$ cat config.mk
export PLATFORM = sky130hd
export DESIGN_NAME = tls_handshake_message_extractor_top
export DESIGN_NICKNAME = d
export VERILOG_FILES = /design/src/rtl/tlsx_pkg.sv /design/src/rtl/tlsx_parser.sv /design/src/rtl/tlsx_queue.sv /design/src/rtl/tls_handshake_message_extractor_top.sv
export SDC_FILE = /design/constraint.sdc
export NUM_CORES = 1
export LEC_CHECK = 0
export CAP_MARGIN = 20
export CORE_AREA = 2 2 180 129
export CTS_CLUSTER_DIAMETER = 50
export DETAILED_ROUTE_END_ITERATION = 10
export DIE_AREA = 0 0 182 131
export DONT_BUFFER_PORTS = 1
export PLACE_DENSITY = 0.51
export SYNTH_ARGS = -nofsm -noshare
export SYNTH_HDL_FRONTEND = slang
export SYNTH_HIERARCHICAL = 1
export SYNTH_SLANG_ARGS = --single-unit
$ cat constraint.sdc
create_clock -name clk -period 3.5 [get_ports clk]
set_input_delay 0.7 -clock clk [delete_from_list [all_inputs] [get_ports clk]]
set_output_delay 0.7 -clock clk [all_outputs]
set_load 0.02 [all_outputs]
$ cat src/rtl/tlsx_pkg.sv
`default_nettype none
// ----------------------------------------------------------------------------
// tlsx_pkg
// Shared types and constants of the handshake message extractor.
// ----------------------------------------------------------------------------
package tlsx_pkg;

  localparam int unsigned BYTE_W     = 8;
  localparam int unsigned LEN_W      = 24;
  localparam int unsigned CFG_IDX_W  = 2;
  localparam int unsigned QUEUE_DEPTH_DEF = 4;

  // Configuration register indexes.
  localparam logic [CFG_IDX_W-1:0] CFG_SYNC_TYPE  = 2'd0;
  localparam logic [CFG_IDX_W-1:0] CFG_SYNC_MAJOR = 2'd1;
  localparam logic [CFG_IDX_W-1:0] CFG_SYNC_MINOR = 2'd2;

  localparam logic [BYTE_W-1:0] SYNC_TYPE_RST  = 8'h16;
  localparam logic [BYTE_W-1:0] SYNC_MAJOR_RST = 8'h03;
  localparam logic [BYTE_W-1:0] SYNC_MINOR_RST = 8'h03;

  // Handshake message types.
  localparam logic [BYTE_W-1:0] KIND_SERVER_HELLO = 8'h02;
  localparam logic [BYTE_W-1:0] KIND_CERTIFICATE  = 8'h0b;
  localparam logic [BYTE_W-1:0] KIND_CERT_STATUS  = 8'h16;
  localparam logic [BYTE_W-1:0] KIND_KEY_EXCHANGE = 8'h0c;
  localparam logic [BYTE_W-1:0] KIND_HELLO_DONE   = 8'h0e;

  typedef enum logic [2:0] {
    PH_SEARCH,
    PH_RECLEN,
    PH_TYPE,
    PH_HSLEN,
    PH_BODY,
    PH_DONE
  } phase_t;

  typedef struct packed {
    logic [BYTE_W-1:0] content_type;
    logic [BYTE_W-1:0] version_major;
    logic [BYTE_W-1:0] version_minor;
  } sync_cfg_t;

  typedef struct packed {
    logic [BYTE_W-1:0] body_byte;
    logic [BYTE_W-1:0] message_kind;
    logic              first_of_message;
    logic              last_of_message;
    logic              hello_done;
  } result_t;

  function automatic logic kind_accepted(input logic [BYTE_W-1:0] k);
    return (k == KIND_SERVER_HELLO) || (k == KIND_CERTIFICATE) ||
           (k == KIND_CERT_STATUS) || (k == KIND_KEY_EXCHANGE);
  endfunction

endpackage
`default_nettype wire

$ cat src/rtl/tlsx_parser.sv
`default_nettype none
// ----------------------------------------------------------------------------
// tlsx_parser
// Front end: hunts for the record header, walks the handshake header and
// classifies each body byte, pushing one result per emitted byte.
// ----------------------------------------------------------------------------
module tlsx_parser (
  input  wire logic                      clk,
  input  wire logic                      rst_n,
  input  wire tlsx_pkg::sync_cfg_t       sync_cfg,
  input  wire logic                      in_valid,
  output logic                           in_ready,
  input  wire logic [tlsx_pkg::BYTE_W-1:0] in_byte,
  input  wire logic                      queue_full,
  output logic                           push,
  output tlsx_pkg::result_t              push_data
);
  import tlsx_pkg::*;

  phase_t             phase_r, phase_nxt;
  logic [2*BYTE_W-1:0] recent_r, recent_nxt;
  logic [1:0]         count_r, count_nxt;
  logic [BYTE_W-1:0]  kind_r, kind_nxt;
  logic [LEN_W-1:0]   remaining_r, remaining_nxt;
  logic               start_r, start_nxt;
  logic               accept;
  logic [LEN_W-1:0]   len_shift;

  assign in_ready  = !queue_full;
  assign accept    = in_valid && in_ready;
  assign len_shift = {remaining_r[LEN_W-BYTE_W-1:0], in_byte};

  always_comb begin
    phase_nxt     = phase_r;
    recent_nxt    = recent_r;
    count_nxt     = count_r;
    kind_nxt      = kind_r;
    remaining_nxt = remaining_r;
    start_nxt     = start_r;
    push          = 1'b0;
    push_data     = '0;
    if (accept) begin
      case (phase_r)
        PH_SEARCH: begin
          if ((count_r == 2'd2) && (recent_r[2*BYTE_W-1:BYTE_W] == sync_cfg.content_type) &&
              (recent_r[BYTE_W-1:0] == sync_cfg.version_major) &&
              (in_byte == sync_cfg.version_minor)) begin
            phase_nxt  = PH_RECLEN;
            recent_nxt = '0;
            count_nxt  = '0;
          end else begin
            recent_nxt = {recent_r[BYTE_W-1:0], in_byte};
            if (count_r != 2'd2) count_nxt = count_r + 2'd1;
          end
        end
        PH_RECLEN: begin
          if (count_r == 2'd1) begin
            phase_nxt = PH_TYPE;
            count_nxt = '0;
          end else begin
            count_nxt = count_r + 2'd1;
          end
        end
        PH_TYPE: begin
          kind_nxt      = in_byte;
          remaining_nxt = '0;
          count_nxt     = '0;
          phase_nxt     = PH_HSLEN;
        end
        PH_HSLEN: begin
          remaining_nxt = len_shift;
          count_nxt     = count_r + 2'd1;
          if (count_r == 2'd2) begin
            count_nxt = '0;
            if (kind_r == KIND_HELLO_DONE) begin
              push                   = 1'b1;
              push_data.message_kind = KIND_HELLO_DONE;
              push_data.hello_done   = 1'b1;
              phase_nxt              = PH_DONE;
            end else if (len_shift == '0) begin
              phase_nxt  = PH_SEARCH;
              recent_nxt = '0;
            end else begin
              start_nxt = 1'b1;
              phase_nxt = PH_BODY;
            end
          end
        end
        PH_BODY: begin
          if (kind_accepted(kind_r)) begin
            push                       = 1'b1;
            push_data.body_byte        = in_byte;
            push_data.message_kind     = kind_r;
            push_data.first_of_message = start_r;
            push_data.last_of_message  = (remaining_r == LEN_W'(1));
          end
          start_nxt     = 1'b0;
          remaining_nxt = remaining_r - LEN_W'(1);
          if (remaining_r == LEN_W'(1)) begin
            phase_nxt  = PH_SEARCH;
            recent_nxt = '0;
            count_nxt  = '0;
          end
        end
        PH_DONE: begin
          phase_nxt = PH_DONE;
        end
        default: begin
          phase_nxt = PH_SEARCH;
        end
      endcase
    end
  end

  always_ff @(posedge clk) begin
    if (!rst_n) begin
      phase_r     <= PH_SEARCH;
      recent_r    <= '0;
      count_r     <= '0;
      kind_r      <= '0;
      remaining_r <= '0;
      start_r     <= 1'b0;
    end else begin
      phase_r     <= phase_nxt;
      recent_r    <= recent_nxt;
      count_r     <= count_nxt;
      kind_r      <= kind_nxt;
      remaining_r <= remaining_nxt;
      start_r     <= start_nxt;
    end
  end

endmodule
`default_nettype wire

$ cat src/rtl/tlsx_queue.sv
`default_nettype none
// ----------------------------------------------------------------------------
// tlsx_queue
// Back end: a short result queue whose head drives the output channel, so
// the parser and the consumer stall independently.
// ----------------------------------------------------------------------------
module tlsx_queue #(
  parameter int unsigned DEPTH = tlsx_pkg::QUEUE_DEPTH_DEF
) (
  input  wire logic              clk,
  input  wire logic              rst_n,
  input  wire logic              push,
  input  wire tlsx_pkg::result_t push_data,
  output logic                   full,
  output logic                   out_valid,
  input  wire logic              out_ready,
  output tlsx_pkg::result_t      head
);
  import tlsx_pkg::*;

  localparam int unsigned PTR_W = (DEPTH > 1) ? $clog2(DEPTH) : 1;
  localparam int unsigned CNT_W = $clog2(DEPTH + 1);
  localparam logic [PTR_W-1:0] PTR_LAST = PTR_W'(DEPTH - 1);
  localparam logic [CNT_W-1:0] CNT_FULL = CNT_W'(DEPTH);

  result_t          store_r [DEPTH];
  logic [PTR_W-1:0] wr_ptr_r, rd_ptr_r;
  logic [CNT_W-1:0] count_r;
  logic             pop;

  assign full      = (count_r == CNT_FULL);
  assign out_valid = (count_r != '0);
  assign pop       = out_valid && out_ready;
  assign head      = store_r[rd_ptr_r];

  always_ff @(posedge clk) begin
    if (push) store_r[wr_ptr_r] <= push_data;
  end

  always_ff @(posedge clk) begin
    if (!rst_n) begin
      wr_ptr_r <= '0;
      rd_ptr_r <= '0;
      count_r  <= '0;
    end else begin
      if (push) wr_ptr_r <= (wr_ptr_r == PTR_LAST) ? '0 : wr_ptr_r + PTR_W'(1);
      if (pop)  rd_ptr_r <= (rd_ptr_r == PTR_LAST) ? '0 : rd_ptr_r + PTR_W'(1);
      if (push && !pop)      count_r <= count_r + CNT_W'(1);
      else if (pop && !push) count_r <= count_r - CNT_W'(1);
    end
  end

endmodule
`default_nettype wire

$ cat src/rtl/tls_handshake_message_extractor_top.sv
`default_nettype none
// ----------------------------------------------------------------------------
// tls_handshake_message_extractor_top
// Extracts handshake message bodies from a received record byte stream.
// ----------------------------------------------------------------------------
//  channel  direction  handshake             payload
//  in_      input      in_valid / in_ready   in_byte
//  out_     output     out_valid / out_ready body byte, kind, first, last, done
//  cfg_     input      cfg_valid / cfg_ready cfg_index, cfg_data
//
// One byte is taken every cycle while the queue has room; a result is written
// into the result queue as its byte is taken. in_ready drops only when the
// queue holds QUEUE_DEPTH results that the consumer has not taken. Reset is
// synchronous and leaves the block searching for a header with the default
// pattern. Configuration writes are always taken.
// ----------------------------------------------------------------------------
module tls_handshake_message_extractor_top #(
  parameter int unsigned QUEUE_DEPTH = tlsx_pkg::QUEUE_DEPTH_DEF
) (
  input  wire logic                           clk,
  input  wire logic                           rst_n,
  input  wire logic                           in_valid,
  output logic                                in_ready,
  input  wire logic [tlsx_pkg::BYTE_W-1:0]    in_byte,
  output logic                                out_valid,
  input  wire logic                           out_ready,
  output logic [tlsx_pkg::BYTE_W-1:0]         out_body_byte,
  output logic [tlsx_pkg::BYTE_W-1:0]         out_message_kind,
  output logic                                out_first_of_message,
  output logic                                out_last_of_message,
  output logic                                out_hello_done,
  input  wire logic                           cfg_valid,
  output logic                                cfg_ready,
  input  wire logic [tlsx_pkg::CFG_IDX_W-1:0] cfg_index,
  input  wire logic [tlsx_pkg::BYTE_W-1:0]    cfg_data
);
  import tlsx_pkg::*;

  sync_cfg_t sync_r;
  logic      queue_full;
  logic      push;
  result_t   push_data;
  result_t   head;

  assign cfg_ready = 1'b1;

  always_ff @(posedge clk) begin
    if (!rst_n) begin
      sync_r.content_type  <= SYNC_TYPE_RST;
      sync_r.version_major <= SYNC_MAJOR_RST;
      sync_r.version_minor <= SYNC_MINOR_RST;
    end else if (cfg_valid) begin
      case (cfg_index)
        CFG_SYNC_TYPE:  sync_r.content_type  <= cfg_data;
        CFG_SYNC_MAJOR: sync_r.version_major <= cfg_data;
        CFG_SYNC_MINOR: sync_r.version_minor <= cfg_data;
        default: ;
      endcase
    end
  end

  tlsx_parser u_parser (
    .clk        (clk),
    .rst_n      (rst_n),
    .sync_cfg   (sync_r),
    .in_valid   (in_valid),
    .in_ready   (in_ready),
    .in_byte    (in_byte),
    .queue_full (queue_full),
    .push       (push),
    .push_data  (push_data)
  );

  tlsx_queue #(
    .DEPTH (QUEUE_DEPTH)
  ) u_queue (
    .clk       (clk),
    .rst_n     (rst_n),
    .push      (push),
    .push_data (push_data),
    .full      (queue_full),
    .out_valid (out_valid),
    .out_ready (out_ready),
    .head      (head)
  );

  assign out_body_byte        = head.body_byte;
  assign out_message_kind     = head.message_kind;
  assign out_first_of_message = head.first_of_message;
  assign out_last_of_message  = head.last_of_message;
  assign out_hello_done       = head.hello_done;

endmodule
`default_nettype wire

==> results of run 1 <==
==> synthesized netlist by cell type, types with 3 or more instances <==
| master | number | area, sq um |
|---|---|---|
| a21oi_1 | 31 | 155.2 |
| a22o_1 | 4 | 35.03 |
| a22oi_1 | 13 | 97.59 |
| a31oi_1 | 3 | 18.77 |
| and2_1 | 23 | 143.9 |
| and3_1 | 5 | 31.28 |
| buf_2 | 7 | 35.03 |
| buf_4 | 6 | 45.04 |
| buf_6 | 4 | 45.04 |
| clkbuf_1 | 21 | 78.83 |
| dfxtp_1 | 87 | 1742 |
| edfxtp_1 | 76 | 2282 |
| ha_1 | 12 | 150.1 |
| inv_1 | 29 | 108.9 |
| mux2i_1 | 27 | 270.3 |
| mux4_1 | 9 | 236.5 |
| mux4_2 | 10 | 225.2 |
| nand2_1 | 63 | 236.5 |
| nand2b_1 | 3 | 18.77 |
| nand3_1 | 33 | 165.2 |
| nand3b_1 | 4 | 30.03 |
| nand4_1 | 8 | 50.05 |
| nor2_1 | 42 | 157.7 |
| nor2b_1 | 12 | 75.07 |
| nor3_1 | 14 | 70.07 |
| nor4_1 | 9 | 56.30 |
| o211ai_1 | 3 | 22.52 |
| o21ai_0 | 35 | 175.2 |
| o22ai_1 | 5 | 31.28 |
| o41ai_1 | 17 | 148.9 |
| or2_2 | 3 | 18.77 |
| or3_1 | 6 | 37.54 |
| xnor2_1 | 29 | 254.0 |
| xor2_1 | 3 | 26.28 |
==> power by group through the flow <==
stage	clock network (mW)	logic (mW)	registers, mW
after detailed placement	0	0.173	2.07
after floorplan	0	0.150	2.06
after global placement	0	0.172	2.07
after global routing	1.94	0.200	2.03
final	1.82	0.180	2.02
after CTS	1.86	0.173	2.02
==> per-layer routing <==
layer	track usage	vias to the layer above
met5	0	-
met4	0.03558	0
met3	0.04130	19
met2	0.2533	157
met1	0.2137	2648
li1	-	2563
==> final cells by class <==
class | instances | area (sq um)
clock buffers | 17 | 425.4
inverters | 30 | 112.6
well taps | 288 | 360.3
fillers | 2167 | 13660
clock inverters | 15 | 151.4
multi-input cells | 464 | 3311
flip-flops and latches | 163 | 4024
repair buffers | 20 | 170.2
==> state kept, by name (all words and copies together) (netlist names), named ones only <==
name and cells:
u_parser/kind_r 8, u_parser/phase_r 3, u_queue/rd_ptr_r 2, sync_r 24, u_queue/count_r 3, u_parser/recent_r 16
u_parser/start_r 1, u_queue/store_r 76, u_parser/count_r 2, u_queue/wr_ptr_r 2, u_parser/remaining_r 24
==> cell families (layout without fill, tap and decap cells) <==
family,Yosys count,after routing
XOR/XNOR,32,32
AO/OA/AOI/OAI,131,131
buffers and inverters,71,82
adder cells (fa/ha/maj),13,13
flip-flops,163,163
multiplexers,46,46
AND/OR/NAND/NOR,238,238
other,2,4
==> path summary, 6_finish.rpt <==
| path | start | endpoint |
|---|---|---|
| worst min register to register | u_parser/kind_r[5] | u_parser/kind_r[5] |
| worst min-delay path | rst_n | sync_r[20] |
| worst max register to register | u_parser/kind_r[7] | u_queue/count_r[2] |
| worst max-delay path | u_parser/kind_r[7] | u_queue/count_r[2] |
==> critical path, stage by stage (launching register included) <==
cell      delay [ns]
dfxtp_1         0.31
or3_1           0.40
or4_1           0.59
nor3_1          0.22
or2_2           0.28
ha_1            0.24
inv_1           0.07
fa_1            0.38
xor2_1          0.18
or3_1           0.31
a21boi_0        0.18
==> summary.txt, run 1 <==
Pwr
  • Internal: between 3 and 4 mW
  • Tot Pwr: 4.019 mW
  • VDD IR max: about 0.32 mV
  • Sw Pwr: around 980 uW
  • Register share of total power: 0.503
  • Static Leak: between 2 and 3 nW
  • Combinational share of power: 0.045
  • PD cells: ~470 mW/mm^2
  • Clock power share: 0.452
  • Sw Share: 0.2445

CTS
  • H-tree Lvls: 4
  • Total CTS buffers: 17
  • Clock sink count: approximately 160
  • Cts repair resizes: 0
  • Hold_buf cts: 0
  • Reg clk slew, reported paths: approximately 0.070 ns
  • Root Buffer: clkbuf_16
  • Clock latency on the worst-skew pair: between 0.4 and 0.5 ns
  • Post-CTS Setup Bufs: 0
  • CTS tree: done
  • Clk buf depth: 2

Finish
  • Final #Nets: roughly 730
  • Synthesis-to-layout area growth: 11.70%
  • Commonest non-fill, non-tap cell in the layout: dfxtp_1
  • ANT cells: 0
  • Design Area, Final: around 0.0086 sq mm
  • Final Non-Filler Cells: approximately 1000
  • Share of cells above drive strength 1: 0.1058
  • Highest-count cells in the layout ignoring fill and taps: dfxtp_1 (87), edfxtp_1 (76), nand2_1 (63)
  • Final core utilization: 0.3851

Synth
  • Adder-Cell Fraction of Synth Area: 0.02222
  • Main flop type after synthesis: dfxtp_1
  • Xor-xnor portion of the synthesized cell area: 0.03660
  • Mux cell area share after synthesis: 0.09557
  • Async set-reset flop share out of synthesis: 0
  • Register area share after synthesis: 0.5254
  • Largest family of logic cells by synthesized area: simple AND/OR/NAND/NOR gates
  • Netlist Area Pre-Place: approximately 0.0077 sq mm
  • Mapped Cells: 696
  • Simple-gate share of the synthesized area: 0.1601
  • Compound-Gate Fraction of Synth Area: 0.1142
  • Syn_area_per_cell: 11.00 sq um
  • Flip-flop and latch count after synthesis: 163
  • Netlist cell types: 66
  • EDFF count, synth: 76
  • Yosys warnings: 6

Floorplan
  • Die width: 182 um
  • DIE HEIGHT: 131 um
  • Initial core utilization: 0.3447
  • Core area: approximately 0.022 sq mm
  • I/O pin cnt: 45
  • Die Area: between 0.02 and 0.025 sq mm
  • Row cnt: 46

Timing
  • Max-slew violation count: 0
  • Slew Limit Headroom: 0.3459
  • FMAX: a little over 300 MHz
  • Setup ws final: ~0.26 ns
  • Final period utilization: 0.9256
  • Skew final: ~0.014 ns
  • RSZ-0062 raised after global routing: no
  • Setup TNS: 0 ns
  • Final setup fails: 0
  • Crit path time final: roughly 3.2 ns
  • Worst slew pin tran: approximately 0.98 ns
  • Minimum hold slack: approximately 0.37 ns
  • Fin. Hold Viols: 0

Drt
  • DRC Markers: 0
  • Vias per cell: between 5 and 6
  • Metal3 WL: 1110 um
  • Wire length per cell: between 15 and 20 um
  • Pre-antenna DRT Iters: 5
  • Final wirelength: ~18000 um
  • Antenna-violating nets left: 0
  • First DRT Iteration DRCs: 373
  • WL met1: 8670 um
  • Number of vias in the routed layout: roughly 5400
  • Uppermost layer routed: met4
  • Metal2 WL: around 8200 um

Placed design
  • Port Buffer Count: 0
  • Dpl ws: approximately 0.28 ns
  • Placed insts: about 960
  • Post-DP HPWL: ~12000 um
  • Placed Area: roughly 0.0080 sq mm
  • Placer congestion estimate: approximately 0.9

Outcome
  • Status: completed

Worst hold path
  • Worst Hold Class: in2reg
  • Hold depth: 1

Setup path
  • Reg2Reg Depth: 10
  • Startpoint Class: flop
  • Crit path DAT: between 3 and 4 ns
  • Register-to-Register Setup Slack: about 0.26 ns
  • Crit path max fanout: 10
  • WP data required: slightly below 4 ns
  • Setup crit end kind: flop
  • CP Class: reg2reg

Global route
  • First-pass GRT wire length: 28680 um
  • Pin count of the biggest net entering global routing: 69
  • Gr ovfl total: 0
  • All-Layer GR Usage: 0.1570
  • Number of global-route vias before repair: 5235
  • Antenna violations before repair: 0

Run
  • Max-cap violation count: 0
Note: power is estimated with default switching activity, not from simulation.
==> run 2: changes to the inputs <==
--- a/config.mk
+++ b/config.mk
@@ -6,12 +6,12 @@
 export NUM_CORES = 1
 export LEC_CHECK = 0
 export CAP_MARGIN = 20
-export CORE_AREA = 2 2 180 129
+export CORE_AREA = 2 2 139 100
 export CTS_CLUSTER_DIAMETER = 50
 export DETAILED_ROUTE_END_ITERATION = 10
-export DIE_AREA = 0 0 182 131
+export DIE_AREA = 0 0 141 102
 export DONT_BUFFER_PORTS = 1
-export PLACE_DENSITY = 0.51
+export PLACE_DENSITY = 0.76
 export SYNTH_ARGS = -nofsm -noshare
 export SYNTH_HDL_FRONTEND = slang
 export SYNTH_HIERARCHICAL = 1
==> run 2 against run 1 <==
  * Sequential share of layout area up 0.71 points
  * Cell count down 13%
  * First-iteration DRC count grew 13%
  * Setup slack got worse by 0.015 ns
  * Critical path depth did not move
  * Routed wire length decreased by 6.3%
  * Critical path type unchanged
  * Critical endpoint unchanged
  * Largest cell class unchanged
==> summary.txt, run 2 (synthesis gave the netlist of run 1 again) <==
Outcome
  • Status: completed (unchanged)

Setup path
  • Setup crit end kind: flop (unchanged)
  • Crit path max fanout: 10 (unchanged)
  • Crit path DAT: 3.61 ns (was 3.59 ns)
  • Reg2reg start: u_parser/kind_r[7] (unchanged)
  • Register-to-Register Setup Slack: 0.25 ns (was 0.26 ns)
  • Startpoint Class: flop (unchanged)
  • Reg2Reg Depth: 10 (unchanged)
  • WP data required: 3.86 ns (was 3.85 ns)
  • R2r endpoint: u_queue/count_r[2] (unchanged)
  • CP Class: reg2reg (unchanged)

Drt
  • Antenna-violating nets left: 0 (unchanged)
  • Pre-antenna DRT Iters: 5 (unchanged)
  • Final wirelength: 16980 um (was 18130 um)
  • Vias per cell: 6.307 (was 5.403)
  • Wire length per cell: 19.47 um (was 18.18 um)
  • First DRT Iteration DRCs: 420 (was 373)
  • DRC Markers: 0 (unchanged)
  • Number of vias in the routed layout: 5500 (was 5387)

Run
  • Max-cap violation count: 0 (unchanged)

Pwr
  • VDD IR max: 0.3597 mV (was 0.3151 mV)
  • PD cells: 492.7 mW/mm^2 (was 469.8 mW/mm^2)
  • Clock power share: 0.470 (was 0.452)
  • Sw Share: 0.2349 (was 0.2445)
  • Tot Pwr: 4.152 mW (was 4.019 mW)
  • Sw Pwr: 975.6 uW (was 982.7 uW)
  • Combinational share of power: 0.042 (was 0.045)
  • Register share of total power: 0.488 (was 0.503)
  • Static Leak: 2.727 nW (was 2.724 nW)
  • Internal: 3.177 mW (was 3.037 mW)

Timing
  • Worst slew pin tran: 0.8586 ns (was 0.9799 ns)
  • Slew Limit Headroom: 0.4268 (was 0.3459)
  • RSZ-0062 raised after global routing: no (unchanged)
  • FMAX: 307.2 MHz (was 308.7 MHz)
  • Fin. Hold Viols: 0 (unchanged)
  • Setup TNS: 0 ns (unchanged)
  • Minimum hold slack: 0.3678 ns (was 0.3663 ns)
  • Setup ws final: 0.2452 ns (was 0.2604 ns)
  • Final period utilization: 0.9299 (was 0.9256)
  • Skew final: 0.01209 ns (was 0.01396 ns)
  • Max-slew violation count: 0 (unchanged)
  • Crit path time final: 3.255 ns (was 3.240 ns)
  • Final setup fails: 0 (unchanged)

Worst hold path
  • Hold depth: 1 (unchanged)
  • Hold Crit Start: rst_n (unchanged)
  • Worst Hold Class: in2reg (unchanged)
  • Worst Hold Endpoint: sync_r[18] (was sync_r[20])

CTS
  • CTS tree: done (unchanged)
  • H-tree Lvls: 4 (unchanged)
  • Hold_buf cts: 0 (unchanged)
  • Post-CTS Setup Bufs: 0 (unchanged)
  • Clock latency on the worst-skew pair: 0.43 ns (about the same)
  • Clock sink count: 163 (unchanged)
  • Root Buffer: clkbuf_16 (unchanged)
  • Reg clk slew, reported paths: 0.07 ns (about the same)
  • Total CTS buffers: 17 (unchanged)
  • Clk buf depth: 2 (unchanged)
  • Cts repair resizes: 0 (unchanged)

Finish
  • Final #Nets: 729 (was 732)
  • Biggest register: u_queue/store_r (unchanged)
  • Biggest regs: u_queue/store_r: 76 flops, sync_r: 24 flops, u_parser/remaining_r: 24 flops (unchanged)
  • Final Non-Filler Cells: 872 (was 997)
  • Commonest non-fill, non-tap cell in the layout: dfxtp_1 (unchanged)
  • ANT cells: 0 (unchanged)
  • Share of cells above drive strength 1: 0.1020 (was 0.1058)
  • Max reg flops: 76 (unchanged)
  • Highest-count cells in the layout ignoring fill and taps: dfxtp_1 (87), edfxtp_1 (76), nand2_1 (63) (unchanged)
  • Synthesis-to-layout area growth: 10.05% (was 11.70%)

Global route
  • Gr ovfl total: 0 (unchanged)
  • Pin count of the biggest net entering global routing: 69 (unchanged)
  • First-pass GRT wire length: 27600 um (was 28680 um)
  • Antenna violations before repair: 0 (unchanged)
  • Number of global-route vias before repair: 5221 (was 5235)
  • All-Layer GR Usage: 0.2500 (was 0.1570)

Placed design
  • Placed insts: 839 (was 964)
  • Placer congestion estimate: 0.9940 (was 0.8961)
  • Dpl ws: 0.2942 ns (was 0.2787 ns)
  • Port Buffer Count: 0 (unchanged)
  • Post-DP HPWL: 11420 um (was 12500 um)

Floorplan
  • Initial core utilization: 0.5888 (was 0.3447)
  • DIE HEIGHT: 102 um (was 131 um)
  • Row cnt: 35 (was 46)
  • Core area: 0.01301 sq mm (was 0.02222 sq mm)
  • I/O pin cnt: 45 (unchanged)
  • Die Area: 0.01438 sq mm (was 0.02384 sq mm)
  • Die width: 141 um (was 182 um)
==> run 2: cell count changes in the layout (fill, tap and decap cells not counted), sizes merged <==
cell / previous run / this run
buf: 20 / 17
inv: 39 / 34
bufinv: 0 / 2
clkinv: 5 / 8
==> run 2: cell type report <==
class / instances / area (sq um)
clock inverters: 15 / 212.7
flip-flops and latches: 163 / 4024
repair buffers: 17 / 135.1
inverters: 30 / 112.6
fillers: 1001 / 4578
well taps: 166 / 207.7
multi-input cells: 464 / 3311
clock buffers: 17 / 425.4
==> run 2: metrics by stage <==
step / area [sq um] / util
2_1_floorplan: 7666 / -
3_3_place_gp: 7775 / 0.5978
3_5_place_dp: 7775 / 0.5978
4_1_cts: 8413 / 0.6468
5_1_grt: 8428 / 0.6480
6_report: 8428 / 0.6480
==> run 2: worst max-delay path by stage <==
stage                              startpoint                  to
final                      u_parser/kind_r[7]  u_queue/count_r[2]
after global routing      u_parser/phase_r[1]  u_queue/count_r[2]
after CTS                  u_parser/kind_r[7]  u_queue/count_r[2]
after detailed placement   u_parser/kind_r[7]  u_queue/count_r[2]
after global placement     u_parser/kind_r[7]  u_queue/count_r[2]
after floorplan                      in_valid  u_queue/count_r[2]
==> run 2: routing by layer <==
layer / track usage / up-vias / share of wire
met5: 0 / - / 0
met3: 0.06748 / 26 / 0.076
li1: - / 2557 / -
met4: 0.07692 / 0 / 0.011
met1: 0.3340 / 2679 / 0.45
met2: 0.4060 / 238 / 0.46
==> run 2: power groups by stage <==
stage / Combinational (mW) / Clock, mW / Sequential [mW]
global route: 0.194 / 2.06 / 2.03
finish: 0.176 / 1.95 / 2.03
floorplan: 0.150 / 0 / 2.06
detailed placement: 0.167 / 0 / 2.07
global placement: 0.161 / 0 / 2.07
CTS: 0.171 / 1.98 / 2.03
==> run 2: critical path: stages (launching register included) <==
cell and delay (ns):
dfxtp_1 0.31, or3_1 0.40, or4_1 0.60, nor3_1 0.26, or2_2 0.30, ha_1 0.22
inv_1 0.06, fa_1 0.37, xor2_1 0.19, or3_1 0.31, a21boi_0 0.17
